File: src/rtl/rpba_pkg.sv
// Shared types, codes and constants for the RGB pixel blend and add/subtract engine.
`default_nettype none

package rpba_pkg;

	// Channel and weight constants
	localparam int unsigned CHAN_W      = 8;
	localparam int unsigned GRADE_W     = 9;
	localparam int unsigned PERCENT_W   = 7;
	localparam int unsigned APB_DATA_W  = 32;
	localparam int unsigned APB_ADDR_W  = 5;
	localparam int unsigned REG_IDX_W   = 3;

	localparam logic [GRADE_W-1:0] FULL_WEIGHT = 9'd256;
	localparam logic [CHAN_W-1:0]  CHAN_MAX    = 8'd255;
	localparam logic [PERCENT_W-1:0] PERCENT_RESET = 7'd100;

	// percent*256/100 = percent*64/25, taken as (percent*5243) >> 11, exact for 7-bit input.
	localparam int unsigned        GRADE_PROD_W = 20;
	localparam logic [12:0]        GRADE_RECIP  = 13'd5243;
	localparam int unsigned        GRADE_SHIFT  = 11;

	typedef enum logic [1:0] {
		OP_BLEND = 2'd0,
		OP_SUB   = 2'd1,
		OP_ADD   = 2'd2,
		OP_NONE  = 2'd3
	} op_t;

	// Register indexes on the configuration port (byte address / 4)
	localparam logic [REG_IDX_W-1:0] REG_OPERATION     = 3'd0;
	localparam logic [REG_IDX_W-1:0] REG_GRADE_PERCENT = 3'd1;
	localparam logic [REG_IDX_W-1:0] REG_CONST_RED     = 3'd2;
	localparam logic [REG_IDX_W-1:0] REG_CONST_GREEN   = 3'd3;
	localparam logic [REG_IDX_W-1:0] REG_CONST_BLUE    = 3'd4;

	typedef struct packed {
		op_t                op;
		logic [GRADE_W-1:0] grade;
		logic [CHAN_W-1:0]  const_red;
		logic [CHAN_W-1:0]  const_green;
		logic [CHAN_W-1:0]  const_blue;
	} cfg_t;

endpackage

`default_nettype wire

File: src/rtl/rgb_pixel_blend_add_sub.sv
// Top level of the RGB888 pixel blend and saturating add/subtract engine.
//
// Usage: raise start with a destination and a source pixel on dst_* and src_*;
// the pixel is taken at that clock edge. busy stays low, so a new pixel may be
// offered in every cycle. The pixel passes through the input register and
// then the result register, which drives out_* and a one-cycle done strobe.
// Throughput is one pixel per clock; each channel's two multiplies and their
// sum lie between those two registers. The receiver cannot stall, so each
// result must be taken in the cycle in which done is high.
// The operation, blend percentage and per-channel constants are set over the
// APB port (byte addresses 0, 4, 8, 12, 16). The user must change them only
// while no transaction is in flight; the block itself does not enforce this.
// The blend weight is derived from the percentage when it is written.
// Reset clears the pipeline valid flags, selects blend mode at a weight of
// 100 percent and zeroes the constants.
`default_nettype none

module rgb_pixel_blend_add_sub (
	input  wire logic                                clk,
	input  wire logic                                arst_n,
	input  wire logic                                start,
	output logic                                     busy,
	input  wire logic [rpba_pkg::CHAN_W-1:0]         dst_red,
	input  wire logic [rpba_pkg::CHAN_W-1:0]         dst_green,
	input  wire logic [rpba_pkg::CHAN_W-1:0]         dst_blue,
	input  wire logic [rpba_pkg::CHAN_W-1:0]         src_red,
	input  wire logic [rpba_pkg::CHAN_W-1:0]         src_green,
	input  wire logic [rpba_pkg::CHAN_W-1:0]         src_blue,
	output logic                                     done,
	output logic      [rpba_pkg::CHAN_W-1:0]         out_red,
	output logic      [rpba_pkg::CHAN_W-1:0]         out_green,
	output logic      [rpba_pkg::CHAN_W-1:0]         out_blue,
	input  wire logic                                psel,
	input  wire logic                                penable,
	input  wire logic                                pwrite,
	input  wire logic [rpba_pkg::APB_ADDR_W-1:0]     paddr,
	input  wire logic [rpba_pkg::APB_DATA_W-1:0]     pwdata,
	output logic      [rpba_pkg::APB_DATA_W-1:0]     prdata,
	output logic                                     pready
);

	rpba_pkg::cfg_t                  cfg;

	logic                            valid_s1;
	logic [rpba_pkg::CHAN_W-1:0]     dst_red_s1;
	logic [rpba_pkg::CHAN_W-1:0]     dst_green_s1;
	logic [rpba_pkg::CHAN_W-1:0]     dst_blue_s1;
	logic [rpba_pkg::CHAN_W-1:0]     src_red_s1;
	logic [rpba_pkg::CHAN_W-1:0]     src_green_s1;
	logic [rpba_pkg::CHAN_W-1:0]     src_blue_s1;

	logic                            valid_s2;
	logic [rpba_pkg::CHAN_W-1:0]     out_red_s2;
	logic [rpba_pkg::CHAN_W-1:0]     out_green_s2;
	logic [rpba_pkg::CHAN_W-1:0]     out_blue_s2;

	logic                            accept;
	logic                            opaque;
	logic [rpba_pkg::CHAN_W-1:0]     red_new;
	logic [rpba_pkg::CHAN_W-1:0]     green_new;
	logic [rpba_pkg::CHAN_W-1:0]     blue_new;

	rpba_cfg u_cfg (
		.clk     (clk),
		.arst_n  (arst_n),
		.psel    (psel),
		.penable (penable),
		.pwrite  (pwrite),
		.paddr   (paddr),
		.pwdata  (pwdata),
		.prdata  (prdata),
		.pready  (pready),
		.cfg     (cfg)
	);

	assign busy   = 1'b0;
	assign accept = start && !busy;

	always_ff @(posedge clk or negedge arst_n) begin
		if (!arst_n) begin
			valid_s1 <= 1'b0;
			valid_s2 <= 1'b0;
		end else begin
			valid_s1 <= accept;
			valid_s2 <= valid_s1;
		end
	end

	always_ff @(posedge clk) begin
		if (accept) begin
			dst_red_s1   <= dst_red;
			dst_green_s1 <= dst_green;
			dst_blue_s1  <= dst_blue;
			src_red_s1   <= src_red;
			src_green_s1 <= src_green;
			src_blue_s1  <= src_blue;
		end
	end

	// An all-black source pixel is transparent in blend mode.
	assign opaque = |{src_red_s1, src_green_s1, src_blue_s1};

	rpba_chan u_chan_red (
		.op     (cfg.op),
		.grade  (cfg.grade),
		.amount (cfg.const_red),
		.dst    (dst_red_s1),
		.src    (src_red_s1),
		.opaque (opaque),
		.result (red_new)
	);

	rpba_chan u_chan_green (
		.op     (cfg.op),
		.grade  (cfg.grade),
		.amount (cfg.const_green),
		.dst    (dst_green_s1),
		.src    (src_green_s1),
		.opaque (opaque),
		.result (green_new)
	);

	rpba_chan u_chan_blue (
		.op     (cfg.op),
		.grade  (cfg.grade),
		.amount (cfg.const_blue),
		.dst    (dst_blue_s1),
		.src    (src_blue_s1),
		.opaque (opaque),
		.result (blue_new)
	);

	always_ff @(posedge clk) begin
		if (valid_s1) begin
			out_red_s2   <= red_new;
			out_green_s2 <= green_new;
			out_blue_s2  <= blue_new;
		end
	end

	assign done      = valid_s2;
	assign out_red   = out_red_s2;
	assign out_green = out_green_s2;
	assign out_blue  = out_blue_s2;

endmodule

`default_nettype wire

File: src/rtl/rpba_cfg.sv
// Configuration register bank with APB access and precomputed blend weight.
`default_nettype none

module rpba_cfg (
	input  wire logic                                clk,
	input  wire logic                                arst_n,
	input  wire logic                                psel,
	input  wire logic                                penable,
	input  wire logic                                pwrite,
	input  wire logic [rpba_pkg::APB_ADDR_W-1:0]     paddr,
	input  wire logic [rpba_pkg::APB_DATA_W-1:0]     pwdata,
	output logic      [rpba_pkg::APB_DATA_W-1:0]     prdata,
	output logic                                     pready,
	output rpba_pkg::cfg_t                           cfg
);

	rpba_pkg::op_t                           op_q;
	logic [rpba_pkg::PERCENT_W-1:0]          percent_q;
	logic [rpba_pkg::GRADE_W-1:0]            grade_q;
	logic [rpba_pkg::CHAN_W-1:0]             const_red_q;
	logic [rpba_pkg::CHAN_W-1:0]             const_green_q;
	logic [rpba_pkg::CHAN_W-1:0]             const_blue_q;

	logic [rpba_pkg::REG_IDX_W-1:0]          reg_idx;
	logic                                    wr_en;
	logic [rpba_pkg::GRADE_PROD_W-1:0]       grade_prod;
	logic [rpba_pkg::GRADE_W-1:0]            grade_raw;
	logic [rpba_pkg::GRADE_W-1:0]            grade_new;

	assign pready  = 1'b1;
	assign reg_idx = paddr[rpba_pkg::APB_ADDR_W-1:2];
	assign wr_en   = psel && penable && pwrite && pready;

	// The blend weight is worked out once when the percentage is written.
	always_comb begin
		grade_prod = rpba_pkg::GRADE_PROD_W'(pwdata[rpba_pkg::PERCENT_W-1:0])
			* rpba_pkg::GRADE_PROD_W'(rpba_pkg::GRADE_RECIP);
		grade_raw  = grade_prod[rpba_pkg::GRADE_SHIFT +: rpba_pkg::GRADE_W];
		grade_new  = (grade_raw > rpba_pkg::FULL_WEIGHT) ? rpba_pkg::FULL_WEIGHT : grade_raw;
	end

	always_ff @(posedge clk or negedge arst_n) begin
		if (!arst_n) begin
			op_q          <= rpba_pkg::OP_BLEND;
			percent_q     <= rpba_pkg::PERCENT_RESET;
			grade_q       <= rpba_pkg::FULL_WEIGHT;
			const_red_q   <= '0;
			const_green_q <= '0;
			const_blue_q  <= '0;
		end else if (wr_en) begin
			unique case (reg_idx)
				rpba_pkg::REG_OPERATION: begin
					op_q <= rpba_pkg::op_t'(pwdata[1:0]);
				end
				rpba_pkg::REG_GRADE_PERCENT: begin
					percent_q <= pwdata[rpba_pkg::PERCENT_W-1:0];
					grade_q   <= grade_new;
				end
				rpba_pkg::REG_CONST_RED: begin
					const_red_q <= pwdata[rpba_pkg::CHAN_W-1:0];
				end
				rpba_pkg::REG_CONST_GREEN: begin
					const_green_q <= pwdata[rpba_pkg::CHAN_W-1:0];
				end
				rpba_pkg::REG_CONST_BLUE: begin
					const_blue_q <= pwdata[rpba_pkg::CHAN_W-1:0];
				end
				default: begin
				end
			endcase
		end
	end

	always_comb begin
		unique case (reg_idx)
			rpba_pkg::REG_OPERATION:     prdata = rpba_pkg::APB_DATA_W'(op_q);
			rpba_pkg::REG_GRADE_PERCENT: prdata = rpba_pkg::APB_DATA_W'(percent_q);
			rpba_pkg::REG_CONST_RED:     prdata = rpba_pkg::APB_DATA_W'(const_red_q);
			rpba_pkg::REG_CONST_GREEN:   prdata = rpba_pkg::APB_DATA_W'(const_green_q);
			rpba_pkg::REG_CONST_BLUE:    prdata = rpba_pkg::APB_DATA_W'(const_blue_q);
			default:                     prdata = '0;
		endcase
	end

	always_comb begin
		cfg.op          = op_q;
		cfg.grade       = grade_q;
		cfg.const_red   = const_red_q;
		cfg.const_green = const_green_q;
		cfg.const_blue  = const_blue_q;
	end

endmodule

`default_nettype wire

File: src/rtl/rpba_chan.sv
// Datapath for one colour channel: blend, saturating subtract or saturating add.
`default_nettype none

module rpba_chan (
	input  wire rpba_pkg::op_t                   op,
	input  wire logic [rpba_pkg::GRADE_W-1:0]    grade,
	input  wire logic [rpba_pkg::CHAN_W-1:0]     amount,
	input  wire logic [rpba_pkg::CHAN_W-1:0]     dst,
	input  wire logic [rpba_pkg::CHAN_W-1:0]     src,
	input  wire logic                            opaque,
	output logic      [rpba_pkg::CHAN_W-1:0]     result
);

	localparam int unsigned PROD_W = rpba_pkg::CHAN_W + rpba_pkg::GRADE_W;

	logic [rpba_pkg::GRADE_W-1:0]  inv_grade;
	logic [PROD_W-1:0]             dst_prod;
	logic [PROD_W-1:0]             src_prod;
	logic [rpba_pkg::CHAN_W+1:0]   mix_sum;
	logic [rpba_pkg::CHAN_W-1:0]   mix_sat;
	logic [rpba_pkg::CHAN_W-1:0]   sub_sat;
	logic [rpba_pkg::CHAN_W:0]     add_sum;
	logic [rpba_pkg::CHAN_W-1:0]   add_sat;

	always_comb begin
		inv_grade = rpba_pkg::FULL_WEIGHT - grade;
		dst_prod  = PROD_W'(dst) * PROD_W'(inv_grade);
		src_prod  = PROD_W'(src) * PROD_W'(grade);
		mix_sum   = (rpba_pkg::CHAN_W+2)'(dst_prod[PROD_W-1:rpba_pkg::CHAN_W])
			+ (rpba_pkg::CHAN_W+2)'(src_prod[PROD_W-1:rpba_pkg::CHAN_W]);
		mix_sat   = (mix_sum > (rpba_pkg::CHAN_W+2)'(rpba_pkg::CHAN_MAX))
			? rpba_pkg::CHAN_MAX : mix_sum[rpba_pkg::CHAN_W-1:0];

		sub_sat   = (dst > amount) ? (dst - amount) : '0;

		add_sum   = (rpba_pkg::CHAN_W+1)'(dst) + (rpba_pkg::CHAN_W+1)'(amount);
		add_sat   = add_sum[rpba_pkg::CHAN_W] ? rpba_pkg::CHAN_MAX
			: add_sum[rpba_pkg::CHAN_W-1:0];

		unique case (op)
			rpba_pkg::OP_BLEND: result = opaque ? mix_sat : dst;
			rpba_pkg::OP_SUB:   result = sub_sat;
			rpba_pkg::OP_ADD:   result = add_sat;
			rpba_pkg::OP_NONE:  result = dst;
			default:            result = dst;
		endcase
	end

endmodule

`default_nettype wire

File: config.mk
export PLATFORM = sky130hd
export DESIGN_NAME = rgb_pixel_blend_add_sub
export DESIGN_NICKNAME = d
export VERILOG_FILES = /design/src/rtl/rpba_pkg.sv /design/src/rtl/rgb_pixel_blend_add_sub.sv /design/src/rtl/rpba_cfg.sv /design/src/rtl/rpba_chan.sv
export SDC_FILE = /design/constraint.sdc
export NUM_CORES = 1
export LEC_CHECK = 0
export BUFFER_PORTS_ARGS = -buffer_cell sky130_fd_sc_hd__buf_2
export CORE_MARGIN = 10
export CORE_UTILIZATION = 70
export CTS_BUF_LIST = sky130_fd_sc_hd__clkbuf_8
export DETAILED_ROUTE_END_ITERATION = 10
export PLACE_DENSITY_LB_ADDON = 0.3
export SYNTH_ARGS = -nofsm -noshare
export SYNTH_HDL_FRONTEND = slang
export SYNTH_SLANG_ARGS = --single-unit
export TNS_END_PERCENT = 30
File: constraint.sdc
create_clock -name clk -period 21.1 [get_ports clk]
set_input_delay 1.055 -clock clk [delete_from_list [all_inputs] [get_ports clk]]
set_output_delay 1.055 -clock clk [all_outputs]
set_load 0.05 [all_outputs]
# After elaboration in Yosys (flattened, before gate mapping)
# Cells that the tools add are included.
# word_totals
ff_bits,116
inputBits,91
out_inout_bits,59
wordCells,75
# classes
add_sub_neg,10
multipliers,7
n_lt_le_gt_ge,7
eq_ne,7
n_mux,17
n_reduce_logical,10
# ops
cell,count
$mul A8 B9 Y17,6
$mux W8,12
$pmux W8 S4,3
$pmux W8 S5,1
$add A9 B9 Y10,3
$gt A10 B8 Y1 const B,3
$add A8 B8 Y9,3
$gt A8 B8 Y1,3
$reduce_or A24 Y1,1
$sub A8 B8 Y8,3
$mul A7 B13 Y20 const B,1
$reduce_and A2 Y1,5
$gt A9 B9 Y1 const B,1
$mux W9,1
$sub A9 B9 Y9 const A,1
$eq A3 B2 Y1 const B,2
$eq A2 B2 Y1 const B,2
$eq A3 B1 Y1 const B,1
$eq A3 B3 Y1 const B,1
$logic_not A3 Y1,1
$eq A2 B1 Y1 const B,1
$logic_and A1 B1 Y1,2
$logic_not A2 Y1,1

# Logic depth before layout (Yosys ltp)
# Gate-level depths: netlist (run 1).
# logic_depth
depth_word,7
mapped_depth,31
depth_no_buf,28

# Modules after synthesis
# From an unflattened synthesis (run 1), not the netlist that was laid out.
# unflattened
cells_unflattened,2492
area_unflattened_um2,22938.2
# modules_own_cells
module,n_inst,cells_per_inst,area_each_um2,seq_area_each_um2
rpba_chan at u_chan_red,1,694,5733.0,0.0
rpba_chan at u_chan_blue,1,686,5698.0,0.0
rpba_chan at u_chan_green,1,689,5601.6,0.0
rpba_cfg,1,339,3631.0,1056.0
rgb_pixel_blend_add_sub,1,84,2274.7,2212.1

# Least setup slack after synthesis (run 1)
# Ideal clock, no wire load.
# synth_timing
path_kind,flip-flop to flip-flop
from,register u_cfg.grade_q[0] (netlist bit)
to,register out_red_s2 (netlist bit out_red[6]) (data pin)
setup_time_ns,0.264
t_arrival_ns,6.757
t_required_ns,20.836
slack_ns,14.079
path_stages_with_launch,27
n_path_buf,3
period_less_slack_ns,7.021
path_cell_list,dfrtp_1 clkbuf_1 clkbuf_1 inv_1 ha_1 or3b_1 xor2_1 clkbuf_1 and2_1 fa_1 fa_1 fa_1 inv_1 fa_1 inv_1 ha_1 or3_1 o22a_1 a21o_1 xor2_1 ha_1 or2_2 o311ai_0 and3_1 o211ai_1 o32ai_1 a21oi_1
# synth_via
elab_chain_len,7
word_cells_on_any_way,8
classes_between,add/sub: 2; mul: 2; order compare: 1; mux: 3
# synth_rtl
item,line,source
start: declaration,rpba_cfg.sv:19,logic [rpba_pkg::GRADE_W-1:0] grade_q;
start signal: assignment,rpba_cfg.sv:46,grade_q <= rpba_pkg::FULL_WEIGHT;
start signal: assignment,rpba_cfg.sv:57,grade_q <= grade_new;
$sub A9 B9 Y9,rpba_chan.sv:26,inv_grade = rpba_pkg::FULL_WEIGHT - grade;
$mul A8 B9 Y17,rpba_chan.sv:27,dst_prod = PROD_W'(dst) * PROD_W'(inv_grade);
$add A9 B9 Y10 *,rpba_chan.sv:30,+ (rpba_pkg::CHAN_W+2)'(src_prod[PROD_W-1:rpba_pkg::CHAN_W]);
$gt A10 B8 Y1,rpba_chan.sv:31,mix_sat = (mix_sum > (rpba_pkg::CHAN_W+2)'(rpba_pkg::CHAN_MAX))
$mux W8 *,rpba_chan.sv:32,? rpba_pkg::CHAN_MAX : mix_sum[rpba_pkg::CHAN_W-1:0];
$mux W8 *,rpba_chan.sv:41,rpba_pkg::OP_BLEND: result = opaque ? mix_sat : dst;
$pmux W8 S4 *,rpba_chan.sv:40,unique case (op)
"via red_new, one bit",rgb_pixel_blend_add_sub.sv:59,logic [rpba_pkg::CHAN_W-1:0] red_new;
end signal: assignment,rgb_pixel_blend_add_sub.sv:135,out_red_s2 <= red_new;
end: declaration,rgb_pixel_blend_add_sub.sv:53,logic [rpba_pkg::CHAN_W-1:0] out_red_s2;
# Mark *: on every way through the listed nets, which the timed path passes. The rest lies on a longest branch.
# A chain may end at the register's enable or synchronous reset.

# Worst setup path in the final report (run 1)
# layout_timing
from,register u_cfg.grade_q[3] (netlist bit)
to,register out_red_s2 (netlist bit out_red[6]) (data pin)
# The elaborated chain is that of the path after synthesis.

==> results of run 1 <==
## per-stage QoR
step,hold WS (ns),worst slack [ns],area (µm²),utilization (%),std cells
3_5_place_dp,0.484,13.35,22700,73.5,2839
5_1_grt,0.523,12.94,23100,74.9,2872
3_3_place_gp,0.469,13.59,22700,73.5,2839
2_1_floorplan,0.449,14.08,22100,-,2465
4_1_cts,0.499,13.35,23100,74.9,2871
6_report,0.502,13.23,23100,74.9,2872
## layout by cell type, fill, tap and decap left out, types with 10 or more instances in the layout
cell type and count:
nor3_1 23, nor4_1 13, clkbuf_8 17, fa_1 272, and2_1 265, a21oi_1 86
nor2_1 88, edfxtp_1 72, nand4_1 18, a21o_1 23, o21a_1 15, buf_4 25
ha_1 330, o211ai_1 12, nand3_1 27, xor2_1 28, buf_2 97, nor2b_1 27
o221ai_1 26, o21bai_1 12, inv_1 372, nand2b_1 21, nand2_1 221, o21ai_0 92
conb_1 26, a31oi_1 10, dfrtp_1 40, xnor2_1 67
## area by class of cell
cell class / instances / area, µm²
Clock inverter: 15 / 194
Timing Repair Buffer: 122 / 673
Inverter: 372 / 1400
Fill cell: 2214 / 7730
Clock buffer: 17 / 234
Antenna cell: 1 / 2.50
Multi-Input combinational cell: 1833 / 16800
Sequential cell: 116 / 3270
Tap cell: 396 / 495
## cell families after synthesis
family          share of synthesized area [%]
fa+ha+maj                                43.4
buf+inv                                  9.28
compound gates                           10.7
flops                                    14.8
simple gates                             17.4
xor+xnor                                 3.77
other cells                            0.0340
mux                                     0.618
## sequential cells by signal (all words and copies together) (netlist names)
name and count:
valid_s1 1, done 1, u_cfg.const_green_q 8, u_cfg.const_blue_q 8
dst_green_s1 8, dst_blue_s1 8, u_cfg.grade_q 9, out_red 8
u_cfg.percent_q 7, out_blue 8, src_blue_s1 8, src_red_s1 8
u_cfg.const_red_q 8, dst_red_s1 8, u_cfg.op_q 2, src_green_s1 8
out_green 8
## per-layer routing
| metal | GRT usage [%] | up-vias | part of all wire [%] | wire (µm) |
|---|---|---|---|---|
| li1 | - | 7977 | - | - |
| met4 | 11.7 | 0 | 3.6 | 2040 |
| met5 | 0 | - | 0 | 0 |
| met3 | 5.26 | 152 | 8.3 | 4730 |
| met1 | 37.4 | 8646 | 40 | 22600 |
| met2 | 51.2 | 783 | 49 | 27800 |
## worst max path at each step
stage | end | slack [ns]
2_1_floorplan | out_red[6] | 14.08
3_3_place_gp | out_red[6] | 13.59
3_5_place_dp | out_red[6] | 13.35
4_1_cts | out_red[6] | 13.35
5_1_grt | out_red[6] | 12.94
6_report | out_red[6] | 13.23
## critical path: stages (launching register included)
cell and delay (ns):
dfrtp_1 0.38, or3_1 0.47, or3b_1 0.46, nor3_2 0.21, xnor2_1 0.15, buf_4 0.25
and2_1 0.17, fa_1 0.43, fa_1 0.47, fa_1 0.55, inv_1 0.06, fa_1 0.53
inv_1 0.04, ha_1 0.21, or3_1 0.31, o22a_1 0.26, a21o_1 0.23, a211oi_1 0.26
nor2_1 0.09, ha_1 0.31, o21ai_0 0.09, nand2b_1 0.09, o311ai_0 0.21, and3_1 0.25
o211ai_1 0.65, o32ai_1 0.22, a21oi_1 0.30
==> flow_metrics.env, run 1 <==
export IMPL_outcome="finished, final reports clean"
export IMPL_cp_max_fo=16
export IMPL_synth_seq_cells=116
export IMPL_hold_class="reg -> reg"
export IMPL_async_flop_share_pct=37.9
export IMPL_yosysMostFrequentCell="inv_1"
export IMPL_worst_setup_path_start_kind="register"
export IMPL_drv_slew=0
export IMPL_rr_endpoint="out_red[6]"
export IMPL_synthCells=2441
export IMPL_max_slew_worst_pin_slew_ns=1.09
export IMPL_yosys_area_top_type_share_pct=24.7
export IMPL_required_ns=21.38
export IMPL_dieWidth_um=198
export IMPL_setup_viol=0
export IMPL_r2r_cells=26
export IMPL_clockBufferDepth=2
export IMPL_yosysTopAreaCell="fa_1"
export IMPL_rsz0062_at_grt="no"
export IMPL_yosysWarnings=0
export IMPL_cts_htree_levels=4
export IMPL_finalHoldViolCount=0
export IMPL_r2r_start="u_cfg.grade_q[3]"
export IMPL_netlist_top_cells_count="371 x inv_1, 330 x ha_1, 272 x fa_1"
export IMPL_grt_pass1_vias=18670
export IMPL_cap_violations=0
export IMPL_clockRootBuffer="clkbuf_8"
export IMPL_maxSlewHeadroom_pct=26.7
export IMPL_synth_cell_types=77
export IMPL_dpl_hpwl_um=44700
export IMPL_start_util_pct=71.5
export IMPL_grt_pass1_wl_um=93500
export IMPL_finalCritPeriodShare_pct=37.3
export IMPL_layout_min_cycle_time_ns=7.87
export IMPL_synth_ff_type="edfxtp_1"
export IMPL_cts_made_buffers=17
export IMPL_avgSynthCellArea_um2=9.04
export IMPL_core_rowCount=64
export IMPL_syn_area_um2=22100
export IMPL_die_area_um2=39000
export IMPL_path_class="reg -> reg"
export IMPL_synth_area_leaders="fa_1 25%, ha_1 19%, edfxtp_1 9.8%"
export IMPL_fin_skew_ns=0.0206
export IMPL_post_drt_wl_per_cell_um=19.9
export IMPL_drive_above_1_share_pct=7.35
export IMPL_nets=3155
export IMPL_core_area_um2=30800
export IMPL_synth_edf_count=72
export IMPL_clock_latency_ns=0.49
export IMPL_gp_congestion=0.974
export IMPL_drtAntennaViolNets=0
export IMPL_cts_clk_slew_worst_paths_ns=0.08
export IMPL_grt_max_degree=50
export IMPL_min_to="u_cfg.percent_q[0]"
export IMPL_cts_sinks=116
export IMPL_drc=0
export IMPL_critical_path_endpoint_type="register"
export IMPL_cp_data_arrival_time_ns=8.14
export IMPL_vias=17558
export IMPL_fp_dieH_um=198
export IMPL_track_usage_pct=30.1
export IMPL_synthToLayoutAreaGrowth_pct=4.71
export IMPL_postCtsHoldBufs=0
export IMPL_drt_total_wl_um=57200
export IMPL_antenna_found_initial=1
export IMPL_ios=150
export IMPL_drtIter0Drc=1530
export IMPL_gr_total_overflow=0
export IMPL_holdPathStages=2
export IMPL_reg2reg_slack_ns=13.23
export IMPL_finalSetupTns_ns=0
export IMPL_cts_tree="yes"
export IMPL_hp_start="u_cfg.percent_q[0]"
export IMPL_drt_pre_antenna_iters=5
export IMPL_ys_seq_area_share_pct=14.8
export IMPL_max_freq_mhz=127
export IMPL_viasPerCell=6.11
export IMPL_post_cts_resized=0
export IMPL_post_cts_buffers=0
export IMPL_cp_startpoint="u_cfg.grade_q[3]"
export IMPL_io_buffers=97
Power of run 1 is left out: the tool's default activity adds up to more than one toggle a clock period on the data nets, which glitch-free logic cannot reach.
==> run 2: changes to the inputs <==
Settings changed: ABC_AREA from default to 1, CORE_UTILIZATION 70 to 59.
Clock period 21.1 ns to 6.9 ns, I/O delays scaled along.
==> flow_metrics.env, run 2 <==
export IMPL_outcome="finished, final reports clean"
export IMPL_pre_cts_ws_ns=0.153
export IMPL_final_util_pct=64.5
export IMPL_grt_max_degree=50
export IMPL_viasPerCell=5.52
export IMPL_vias=20698
export IMPL_yosysWarnings=0
export IMPL_finalHoldViolCount=0
export IMPL_rsz0062_at_grt="yes"
export IMPL_drt_total_wl_um=64300
export IMPL_grt_use_met2_pct=46.9
export IMPL_drt_pre_antenna_iters=6
export IMPL_synth_mux_area_fraction_pct=0
export IMPL_cts_made_buffers=17
export IMPL_cts_htree_levels=4
export IMPL_synthCells=3082
export IMPL_clockRootBuffer="clkbuf_8"
export IMPL_place_area_um2=24600
export IMPL_core_rowCount=73
export IMPL_drtIter0Drc=1788
export IMPL_top_register="u_cfg.grade_q"
export IMPL_grtUsageMet3_pct=4.46
export IMPL_drive_above_1_share_pct=8.12
export IMPL_io_buffers=97
export IMPL_dpl_hpwl_um=52000
export IMPL_maxSlewHeadroom_pct=18.5
export IMPL_critical_path_endpoint_type="register"
export IMPL_dieWidth_um=220
export IMPL_synth_simple_area_share_pct=20.4
export IMPL_finalCritPeriodShare_pct=96.7
export IMPL_yosys_area_share_xor_xnor_pct=3.39
export IMPL_synth_edf_count=72
export IMPL_antenna_cells=0
export IMPL_setup_slack_ns=0.225
export IMPL_syn_area_um2=23600
export IMPL_layout_min_cycle_time_ns=6.67
export IMPL_cp_data_arrival_time_ns=6.94
export IMPL_synth_cell_types=64
export IMPL_crit_slowest_cell="fa_1"
export IMPL_drv_slew=0
export IMPL_synth_area_leaders="fa_1 23%, ha_1 18%, nand2_1 11%"
export IMPL_cp_max_fo=8
export IMPL_ios=150
export IMPL_path_class="reg -> reg"
export IMPL_synth_top_family_by_area="adder cells"
export IMPL_clock_latency_ns=0.52
export IMPL_cts_sinks=116
export IMPL_netlist_top_cells_count="690 x nand2_1, 631 x inv_1, 330 x ha_1"
export IMPL_die_area_um2=48300
export IMPL_grt_util_met1_pct=33.1
export IMPL_layout_commonest_cell="nand2_1"
export IMPL_ys_seq_area_share_pct=13.9
export IMPL_clockBufferDepth=2
export IMPL_yosysMostFrequentCell="nand2_1"
export IMPL_avgSynthCellArea_um2=7.64
export IMPL_synth_compound_area_share_pct=9.00
export IMPL_fin_skew_ns=0.0158
export IMPL_cts_tree="yes"
export IMPL_hold_class="in -> async"
export IMPL_required_ns=7.17
export IMPL_yosys_area_share_adder_pct=40.6
export IMPL_async_flop_share_pct=37.9
export IMPL_fin_area_um2=25600
export IMPL_track_usage_pct=27.1
export IMPL_cts_clk_slew_worst_paths_ns=0.09
export IMPL_drc=0
export IMPL_yosysTopAreaCell="fa_1"
export IMPL_max_freq_mhz=150
export IMPL_yosys_area_top_type_share_pct=23.1
export IMPL_post_drt_wl_per_cell_um=17.2
export IMPL_fp_dieH_um=220
export IMPL_largest_register_ffs=9
export IMPL_antenna_found_initial=0
export IMPL_core_area_um2=39600
export IMPL_grt_busiest_layer="met2"
export IMPL_synth_seq_cells=116
export IMPL_crit_top_cell="fa_1"
export IMPL_max_stage_delay_ns=0.59
export IMPL_grt_pass1_vias=21307
export IMPL_cap_violations=0
export IMPL_synth_ff_type="edfxtp_1"
export IMPL_drtAntennaViolNets=0
export IMPL_max_slew_worst_pin_slew_ns=1.22
export IMPL_nets=3905
export IMPL_worst_setup_path_start_kind="register"
export IMPL_start_util_pct=59.4
export IMPL_grt_pass1_wl_um=105000
export IMPL_setup_viol=0
export IMPL_layout_common_cells="689 x nand2_1, 630 x inv_1, 323 x ha_1"
export IMPL_synthToLayoutAreaGrowth_pct=8.55
export IMPL_gp_congestion=0.975
export IMPL_gr_total_overflow=0
[run 2: changes by cell type after synthesis, moves of 79 or more]
cell / previous run / this run
nand2_1: 221 / 690
and2_1: 265 / 1
inv_1: 371 / 631
nor2_1: 88 / 229
nand3_1: 27 / 117
a21oi_1: 86 / 165
[run 2: per-stage QoR]
stage / hold slack, ns / TNS, ns / instances
2_1_floorplan: 0.0494 / 0 / 3106
4_1_cts: 0.00139 / 0 / 3741
3_3_place_gp: 0.468 / 0 / 3663
6_report: 0.0275 / 0 / 3750
5_1_grt: 0.00963 / -0.253 / 3750
3_5_place_dp: 0.475 / 0 / 3663
[run 2: layout make-up]
cell class / count / area, µm²
multi-input cells: 2232 / 17500
repair buffers: 196 / 1360
well taps: 525 / 657
clock buffers: 17 / 234
flip-flops and latches: 116 / 3270
fillers: 3460 / 14100
clock inverters: 15 / 92.6
inverters: 649 / 2450
[run 2: cell families (layout without fill, tap and decap cells)]
group,Yosys count,in the layout
adder cells (fa/ha/maj),602,602
XOR/XNOR,89,89
flip-flops,116,116
AND/OR/NAND/NOR,1149,1149
AO/OA/AOI/OAI,366,366
buffers and inverters,758,877
other,2,26
[run 2: path summary, 6_finish.rpt]
path,startpoint,end,slack (ns),cells after the start
max in group asynchronous,arst_n,u_cfg.grade_q[2],6.13,1
hold / removal,arst_n,u_cfg.const_blue_q[2],0.03,1
setup / recovery,u_cfg.grade_q[0],out_red[7],0.23,30
setup reg to reg,u_cfg.grade_q[0],out_red[7],0.23,30
hold reg to reg,u_cfg.percent_q[0],u_cfg.percent_q[0],0.50,2
min in group clk,dst_blue[2],dst_blue_s1[2],0.03,1
[run 2: per-layer routing]
layer  up-vias  wire (µm)
li1       9861          -
met1      9861      25500
met2       832      31700
met3       144       4790
met4         0       2300
met5         -          0
[run 2: what timing repair did]
| action | in CTS | in global routing |
|---|---|---|
| buffers inserted | 0 | 9 |
| endpoints found under the setup margin | 0 | 24 |
| hold buffers | 46 | 0 |
| gates resized for setup | 0 | 36 |
| endpoints found under the hold margin | 46 | 0 |
[run 2: worst max-delay path: cells and delay by family (launching register included)]
| family | cells | cell delay [ns] |
|---|---|---|
| simple gates | 10 | 1.19 |
| xor+xnor | 2 | 0.26 |
| fa+ha+maj | 7 | 2.95 |
| flops | 1 | 0.41 |
| buf+inv | 5 | 0.60 |
| compound gates | 6 | 1.02 |
Power of run 2 is left out for the same reason.
